===== src/intsrch_pkg.sv =====
// ----------------------------------------------------------------------------
// intsrch_pkg: shared constants for the interpolation search core
// Field widths, bus widths, item kinds and register reset values.
// ----------------------------------------------------------------------------
package intsrch_pkg;

	// Field widths of one input transaction.
	localparam int FUNC_W        = 1;
	localparam int INDEX_W       = 7;
	localparam int ITEM_VALUE_W  = 16;

	// Stream bus widths; the tdata widths are padded to whole bytes.
	localparam int IN_TDATA_W    = 24;
	localparam int IN_TUSER_W    = 1;
	localparam int OUT_TDATA_W   = 8;

	// Configuration register width and reset value.
	localparam int ENTRIES_W     = 8;
	localparam logic [ENTRIES_W-1:0] ENTRIES_RESET = 8'd128;

	// Item kinds carried in tuser.
	localparam logic [FUNC_W-1:0] FUNC_WRITE  = 1'b0;
	localparam logic [FUNC_W-1:0] FUNC_SEARCH = 1'b1;

endpackage


===== src/interpolation_search_core.sv =====
// ----------------------------------------------------------------------------
// interpolation_search_core: table load and interpolation search
// Write transactions fill a table of ascending values; search transactions
// run an interpolation search over the entries in use and return a found flag.
// ----------------------------------------------------------------------------
// Channel   Direction  Handshake        Payload
// s_axis    in         tvalid/tready    tdata: entry_index, item_value; tuser: func
// m_axis    out        tvalid/tready    tdata: found
// cfg       in         cfg_wr_en        cfg_wr_data: entries_in_use
//
// A write transaction is accepted in S_IDLE and written to the table. A search probe
// reads t[lo] and t[hi] and checks the bounds in S_LOOP, S_RLO and S_RHI, waits in
// S_DIV for the serial divider, and reads and compares the probed entry in S_POS and
// S_CMP. A search adds acceptance, the last bounds check and the result, and probes at
// most once per entry in use. s_axis_tready is high only when idle; a result waits in
// the output register while writes go on. Reset is asynchronous; the table has none.
// ----------------------------------------------------------------------------
module interpolation_search_core #(
	parameter int TABLE_DEPTH = 128,
	parameter int VALUE_BITS  = 16
) (
	input  logic                                 clk,
	input  logic                                 arst_n,
	// Input stream: tdata = entry_index [6:0], item_value [22:7], zero pad [23].
	input  logic                                 s_axis_tvalid,
	output logic                                 s_axis_tready,
	input  logic [intsrch_pkg::IN_TDATA_W-1:0]   s_axis_tdata,
	// Input tuser = func [0].
	input  logic [intsrch_pkg::IN_TUSER_W-1:0]   s_axis_tuser,
	// Output stream: tdata = found [0], zero pad [7:1].
	output logic                                 m_axis_tvalid,
	input  logic                                 m_axis_tready,
	output logic [intsrch_pkg::OUT_TDATA_W-1:0]  m_axis_tdata,
	// Configuration: entries_in_use.
	input  logic                                 cfg_wr_en,
	input  logic [intsrch_pkg::ENTRIES_W-1:0]    cfg_wr_data
);

	localparam int AW = $clog2(TABLE_DEPTH);
	localparam int IW = AW + 1;
	localparam int NW = VALUE_BITS + AW;

	typedef enum logic [2:0] {
		S_IDLE,
		S_LOOP,
		S_RLO,
		S_RHI,
		S_DIV,
		S_POS,
		S_CMP,
		S_DONE
	} state_t;

	state_t                            state_q;
	logic [intsrch_pkg::ENTRIES_W-1:0] entries_q;
	logic [VALUE_BITS-1:0]             key_q;
	logic [VALUE_BITS-1:0]             tl_q;
	logic [IW-1:0]                     lo_q;
	logic [IW-1:0]                     hi_q;
	logic [AW-1:0]                     pos_q;
	logic                              result_q;
	logic                              m_valid_q;
	logic                              m_found_q;

	logic [intsrch_pkg::INDEX_W-1:0]      in_index;
	logic [intsrch_pkg::ITEM_VALUE_W-1:0] in_value;
	logic [intsrch_pkg::FUNC_W-1:0]       in_func;
	logic [VALUE_BITS-1:0]                in_value_w;
	logic                                 in_accept;

	logic                  ram_we;
	logic [AW-1:0]         ram_rd_addr;
	logic [VALUE_BITS-1:0] ram_rd_data;

	logic [IW-1:0]         hi_init;
	logic [AW-1:0]         probe;
	logic [VALUE_BITS-1:0] key_off;
	logic [IW-1:0]         span;
	logic [NW-1:0]         product;
	logic [VALUE_BITS-1:0] range_w;
	logic                  div_start;
	logic                  div_done;
	logic [AW-1:0]         quotient;

	// Unpack the input transaction.
	assign in_index   = s_axis_tdata[intsrch_pkg::INDEX_W-1:0];
	assign in_value   = s_axis_tdata[intsrch_pkg::INDEX_W +: intsrch_pkg::ITEM_VALUE_W];
	assign in_func    = s_axis_tuser[intsrch_pkg::FUNC_W-1:0];
	assign in_value_w = VALUE_BITS'(in_value);
	assign in_accept  = s_axis_tvalid && s_axis_tready;

	assign s_axis_tready = (state_q == S_IDLE);

	// Table writes; indexes beyond the table are dropped.
	assign ram_we = in_accept && (in_func == intsrch_pkg::FUNC_WRITE) &&
		(32'(in_index) < TABLE_DEPTH);

	// Upper bound of a new search, from the register clamped to 1..TABLE_DEPTH.
	always_comb begin
		if (entries_q == '0) begin
			hi_init = '0;
		end else if (32'(entries_q) > TABLE_DEPTH) begin
			hi_init = IW'(TABLE_DEPTH - 1);
		end else begin
			hi_init = IW'(entries_q - 1'b1);
		end
	end

	// Probe position and read address of the table's single read port.
	assign probe = AW'(lo_q) + quotient;

	always_comb begin
		case (state_q)
			S_LOOP:  ram_rd_addr = AW'(lo_q);
			S_RLO:   ram_rd_addr = AW'(hi_q);
			S_POS:   ram_rd_addr = probe;
			default: ram_rd_addr = AW'(lo_q);
		endcase
	end

	// Numerator and denominator of the probe; bounds data arrives in S_RHI.
	assign key_off   = key_q - tl_q;
	assign span      = hi_q - lo_q;
	assign product   = NW'(key_off) * NW'(span[AW-1:0]);
	assign range_w   = ram_rd_data - tl_q;
	assign div_start = (state_q == S_RHI) && !(key_q < tl_q) && !(key_q > ram_rd_data) &&
		(ram_rd_data != tl_q);

	intsrch_ram #(
		.WIDTH (VALUE_BITS),
		.DEPTH (TABLE_DEPTH)
	) u_table (
		.clk     (clk),
		.wr_en   (ram_we),
		.wr_addr (AW'(in_index)),
		.wr_data (in_value_w),
		.rd_addr (ram_rd_addr),
		.rd_data (ram_rd_data)
	);

	intsrch_div #(
		.DW (VALUE_BITS),
		.QW (AW)
	) u_div (
		.clk      (clk),
		.arst_n   (arst_n),
		.start    (div_start),
		.dividend (product),
		.divisor  (range_w),
		.done     (div_done),
		.quotient (quotient)
	);

	// Search sequencer, configuration register and output register.
	always_ff @(posedge clk or negedge arst_n) begin
		if (!arst_n) begin
			state_q   <= S_IDLE;
			entries_q <= intsrch_pkg::ENTRIES_RESET;
			key_q     <= '0;
			tl_q      <= '0;
			lo_q      <= '0;
			hi_q      <= '0;
			pos_q     <= '0;
			result_q  <= 1'b0;
			m_valid_q <= 1'b0;
			m_found_q <= 1'b0;
		end else begin
			if (cfg_wr_en) begin
				entries_q <= cfg_wr_data;
			end
			// In S_DONE the output register is reloaded below instead.
			if (m_valid_q && m_axis_tready && (state_q != S_DONE)) begin
				m_valid_q <= 1'b0;
			end
			case (state_q)
				S_IDLE: begin
					if (in_accept && (in_func == intsrch_pkg::FUNC_SEARCH)) begin
						key_q   <= in_value_w;
						lo_q    <= '0;
						hi_q    <= hi_init;
						state_q <= S_LOOP;
					end
				end
				S_LOOP: begin
					// The read of t[lo] is issued here.
					if (lo_q > hi_q) begin
						result_q <= 1'b0;
						state_q  <= S_DONE;
					end else begin
						state_q <= S_RLO;
					end
				end
				S_RLO: begin
					tl_q    <= ram_rd_data;
					state_q <= S_RHI;
				end
				S_RHI: begin
					// Key outside t[lo]..t[hi], or flat interval: answer now.
					if ((key_q < tl_q) || (key_q > ram_rd_data)) begin
						result_q <= 1'b0;
						state_q  <= S_DONE;
					end else if (ram_rd_data == tl_q) begin
						result_q <= (key_q == tl_q);
						state_q  <= S_DONE;
					end else begin
						state_q <= S_DIV;
					end
				end
				S_DIV: begin
					if (div_done) begin
						state_q <= S_POS;
					end
				end
				S_POS: begin
					pos_q   <= probe;
					state_q <= S_CMP;
				end
				S_CMP: begin
					// Narrow the interval around the probed entry.
					if (ram_rd_data == key_q) begin
						result_q <= 1'b1;
						state_q  <= S_DONE;
					end else if (ram_rd_data < key_q) begin
						lo_q    <= IW'(pos_q) + 1'b1;
						state_q <= S_LOOP;
					end else if (pos_q == '0) begin
						result_q <= 1'b0;
						state_q  <= S_DONE;
					end else begin
						hi_q    <= IW'(pos_q) - 1'b1;
						state_q <= S_LOOP;
					end
				end
				S_DONE: begin
					if (!m_valid_q || m_axis_tready) begin
						m_valid_q <= 1'b1;
						m_found_q <= result_q;
						state_q   <= S_IDLE;
					end
				end
				default: begin
					state_q <= S_IDLE;
				end
			endcase
		end
	end

	assign m_axis_tvalid = m_valid_q;
	assign m_axis_tdata  = {{(intsrch_pkg::OUT_TDATA_W-1){1'b0}}, m_found_q};

endmodule


===== src/intsrch_ram.sv =====
// ----------------------------------------------------------------------------
// intsrch_ram: generic simple dual-port RAM
// One write port and one read port; read data is registered.
// ----------------------------------------------------------------------------
module intsrch_ram #(
	parameter int WIDTH = 16,
	parameter int DEPTH = 128
) (
	input  logic                     clk,
	input  logic                     wr_en,
	input  logic [$clog2(DEPTH)-1:0] wr_addr,
	input  logic [WIDTH-1:0]         wr_data,
	input  logic [$clog2(DEPTH)-1:0] rd_addr,
	output logic [WIDTH-1:0]         rd_data
);

	logic [WIDTH-1:0] mem [DEPTH];

	// Write port and registered read port.
	always_ff @(posedge clk) begin
		if (wr_en) begin
			mem[wr_addr] <= wr_data;
		end
		rd_data <= mem[rd_addr];
	end

endmodule


===== src/intsrch_div.sv =====
// ----------------------------------------------------------------------------
// intsrch_div: restoring divider with a short quotient
// Produces QW quotient bits, one per cycle. The caller guarantees that the
// quotient fits in QW bits, so the upper dividend part is below the divisor.
// ----------------------------------------------------------------------------
module intsrch_div #(
	parameter int DW = 16,
	parameter int QW = 7
) (
	input  logic             clk,
	input  logic             arst_n,
	input  logic             start,
	input  logic [DW+QW-1:0] dividend,
	input  logic [DW-1:0]    divisor,
	output logic             done,
	output logic [QW-1:0]    quotient
);

	localparam int CNW = $clog2(QW + 1);

	logic [DW-1:0]  rem_q;
	logic [DW-1:0]  div_q;
	logic [QW-1:0]  sh_q;
	logic [CNW-1:0] cnt_q;
	logic           busy_q;
	logic           done_q;

	logic [DW:0]    trial;
	logic           ge;
	logic [DW-1:0]  rem_d;

	// One restoring step: bring down the next dividend bit and try a subtract.
	always_comb begin
		trial = {rem_q, sh_q[QW-1]};
		ge    = (trial >= {1'b0, div_q});
		rem_d = ge ? DW'(trial - {1'b0, div_q}) : trial[DW-1:0];
	end

	// Step counter and shift registers; the low dividend bits turn into quotient bits.
	always_ff @(posedge clk or negedge arst_n) begin
		if (!arst_n) begin
			rem_q  <= '0;
			div_q  <= '0;
			sh_q   <= '0;
			cnt_q  <= '0;
			busy_q <= 1'b0;
			done_q <= 1'b0;
		end else begin
			done_q <= 1'b0;
			if (start) begin
				rem_q  <= dividend[DW+QW-1:QW];
				sh_q   <= dividend[QW-1:0];
				div_q  <= divisor;
				cnt_q  <= CNW'(QW - 1);
				busy_q <= 1'b1;
			end else if (busy_q) begin
				rem_q <= rem_d;
				sh_q  <= QW'({sh_q, ge});
				if (cnt_q == '0) begin
					busy_q <= 1'b0;
					done_q <= 1'b1;
				end else begin
					cnt_q <= cnt_q - 1'b1;
				end
			end
		end
	end

	assign done     = done_q;
	assign quotient = sh_q;

endmodule

===== config.mk =====
export PLATFORM = sky130hd
export DESIGN_NAME = interpolation_search_core
export DESIGN_NICKNAME = d
export VERILOG_FILES = /design/src/intsrch_pkg.sv /design/src/interpolation_search_core.sv /design/src/intsrch_ram.sv /design/src/intsrch_div.sv
export SDC_FILE = /design/constraint.sdc
export NUM_CORES = 2
export LEC_CHECK = 0
export ABC_CLOCK_PERIOD_IN_PS = 15200
export BUFFER_PORTS_ARGS = -buffer_cell sky130_fd_sc_hd__buf_2
export CAP_MARGIN = 20
export CORE_MARGIN = 10
export CORE_UTILIZATION = 44
export DETAILED_ROUTE_END_ITERATION = 12
export GPL_TIMING_DRIVEN = 0
export MAX_ROUTING_LAYER = met4
export PLACE_DENSITY = 0.66
export REMOVE_ABC_BUFFERS = 1
export SLEW_MARGIN = 10
export SYNTH_ARGS = -nofsm -noshare
export SYNTH_HDL_FRONTEND = slang
export SYNTH_SLANG_ARGS = --single-unit

===== constraint.sdc =====
create_clock -name clk -period 15.2 [get_ports clk]
set_clock_uncertainty 0.05 [all_clocks]
set_input_delay 0.76 -clock clk [delete_from_list [all_inputs] [get_ports clk]]
set_output_delay 0.76 -clock clk [all_outputs]
set_load 0.05 [all_outputs]

==> results.json <==
{
  "dieArea_mm2": 0.230,
  "grt_pass1_wl_mm": 404,
  "mostFrequentLayoutCells": "edfxtp_1 (2048), nand2_1 (1524), nand3_1 (551), a21oi_1 (290), mux2i_1 (245)",
  "finalHoldViolations": 0,
  "place.gp.congestion": 0.865,
  "vias": 62300,
  "path_max_fanout": 7,
  "layout_commonest_cell": "edfxtp_1",
  "cp_top_family": "compound AO/OA/AOI/OAI gates",
  "ant_nets": 0,
  "hold_buffers": 1,
  "die_height_um": 480,
  "grt_max_degree": 106,
  "maxCapViolCount": 0,
  "cts_buffers": 205,
  "first_global_vias": 59000,
  "initial_core_util": 0.443,
  "ios": 48,
  "cts_root_buf": "clkbuf_16",
  "design.core.area_mm2": 0.210,
  "tritoncts": "built",
  "area_delta_synth_final_pct": 16.2,
  "critPathSlowestCell": "o41ai_1",
  "crit_required_ps": 15810,
  "post-cts-setup-buffers": 0,
  "path_clk_slew_ps": 80,
  "relSlewSlack": 0.134,
  "synth_enable_flop_cells": 2048,
  "critPathMaxStageDelay_ps": 910,
  "setup_tns_ps": 0,
  "cts_resized": 0,
  "fmax_mhz": 126,
  "timing.hold.ws_ps": 78.8,
  "rsz0062_at_grt": "false",
  "antenna_found_initial": 20,
  "arrival_ps": 8550,
  "hold_class": "in -> reg",
  "cts_max_level": 4,
  "routed_wl_mm": 278,
  "drt_iter0_markers": 8746,
  "ys.flop_type": "edfxtp_1",
  "hpwlAfterDp_mm": 185,
  "drive_above_1_share": 0.119,
  "ys_ff_latch": 2177,
  "die_w_um": 480,
  "dpl-instance-area_mm2": 0.101,
  "grt-ovfl-total": 0,
  "setup_viol": 0,
  "worst_slew_pin_slew_ps": 1290,
  "clock_latency_ps": 880,
  "async_flop_share": 0.0519,
  "path_class": "reg -> reg",
  "final_nets": 7519,
  "viasPerCell": 6.06,
  "outcome": "finished clean",
  "synth_seq_area_share": 0.696,
  "rr_worst_depth": 24,
  "numClockSinks": 2177,
  "finalCritPeriodShare": 0.522,
  "postSynthAreaPerCell_um2": 13.0,
  "yosys_warnings": 0,
  "route.detailed.drc": 0,
  "cp_num_cells": 24,
  "slew_viol_final": 0,
  "io_buffers": 39,
  "synthCells": 7137,
  "rows": 168,
  "critPathLaunchType": "register",
  "fin_crit_ps": 7940,
  "synthDistinctLibCells": 96,
  "drt-wirelength-per-cell_um": 27.1,
  "cpMostUsedCell": "fa_1",
  "min_path_cells": 2,
  "fin_area_mm2": 0.108,
  "grt_use_total": 0.240,
  "first_pass_iters": 8,
  "syn_area_mm2": 0.0930,
  "cp_cell_sequence": "inv_1, ha_1, fa_1, nor2b_1, o21ai_0, a21oi_1, o41ai_1, o21ai_0, a21o_1, a21oi_1, xor2_1, nor2_1, fa_1, fa_1, fa_1, inv_1, fa_1, inv_1, ha_1, nand3_1, o311ai_0, a221oi_1, xor2_1, o211ai_1",
  "worstSetupEndpointType": "register",
  "clock_path_buffers": 3,
  "critPathBufInv": 3
}
==> metal layers <==
layer / wire (µm) / GRT usage / share of wire / vias to the layer above
met5: 0 / - / 0 / -
met4: 13100 / 0.0982 / 0.047 / 0
met3: 32500 / 0.0586 / 0.12 / 669
met2: 126000 / 0.361 / 0.45 / 3759
met1: 106000 / 0.314 / 0.38 / 31000
li1: - / - / - / 26800
==> worst register-to-register path: cells and delay by family (launching register included) <==
kind	cells	cell delay, ps
xor+xnor	2	830
compound gates	9	3190
simple gates	3	350
flops	1	410
fa+ha+maj	7	2760
buf+inv	3	160
==> metrics by stage <==
step / worst slack [ps] / instances / util
2_1_floorplan: -2310 / 6728 / -
3_3_place_gp: -27950 / 9572 / 0.451
3_5_place_dp: 7510 / 9870 / 0.482
4_1_cts: 7410 / 10300 / 0.515
5_1_grt: 6880 / 10300 / 0.515
6_report: 7260 / 10300 / 0.515
==> final cells by class <==
class	instances	area (µm²)
Clock inverter	153	1480
Sequential cell	2177	64600
Antenna cell	14	35.0
Fill cell	17200	102000
Tap cell	2805	3510
Inverter	188	706
Timing Repair Buffer	342	6210
Clock buffer	235	5300
Multi-Input combinational cell	4363	26100
==> flip-flops by register name (all words and copies together), names as in the netlist <==
signal           flops
key_q               16
entries_q            8
state_q              3
u_table.rd_data     16
hi_q                 8
tl_q                16
m_axis_tvalid        1
result_q             1
u_div.busy_q         1
u_div.div_q         16
u_div.done           1
u_table.mem       2048
u_div.cnt_q          3
u_div.quotient       7
u_div.rem_q         16
pos_q                7
m_found_q            1
lo_q                 8
==> cells by family (layout without fill, tap and decap cells) <==
family                     after synthesis  after routing  synth area share
adders and majority gates              205            205            0.0335
buffers and inverters                  603            918            0.0299
other                                    1             21         0.0000403
DFF                                   2177           2177             0.696
xor gates and xnor gates                71             71           0.00669
muxes                                  277            277            0.0303
and+or+nand+nor                       2732           2732             0.127
AOI/OAI and AO/OA                     1071           1071            0.0776
==> synth_stat cells, drive strengths merged, types with 60 or more instances <==
| master | n | share of area |
|---|---|---|
| mux2i | 245 | 0.026 |
| buf | 280 | 0.017 |
| o21ai | 146 | 0.0081 |
| a21oi | 292 | 0.016 |
| dfrtp | 112 | 0.030 |
| o22ai | 60 | 0.0040 |
| fa | 74 | 0.016 |
| a31oi | 96 | 0.0065 |
| nand4 | 104 | 0.0070 |
| ha | 130 | 0.017 |
| a22oi | 69 | 0.0056 |
| nand3 | 555 | 0.030 |
| edfxtp | 2048 | 0.66 |
| a32oi | 113 | 0.011 |
| nor2 | 326 | 0.013 |
| nand2 | 1535 | 0.062 |
| inv | 188 | 0.0076 |
| clkbuf | 135 | 0.0055 |
==> final timing paths <==
kind | slack [ps] | end | from
worst max register to register | 7260 | u_div.rem_q[14] | key_q[0]
worst max-delay path | 7260 | u_div.rem_q[14] | key_q[0]
worst min register to register | 430 | u_div.div_q[11] | u_div.div_q[11]
worst min-delay path | 80 | entries_q[6] | cfg_wr_data[6]
max in group asynchronous | 13960 | tl_q[14] | arst_n
min in group asynchronous | 320 | entries_q[4] | arst_n
Power is left out: the tool's default activity adds up to more than one toggle a clock period on the data nets, which glitch-free logic cannot reach.
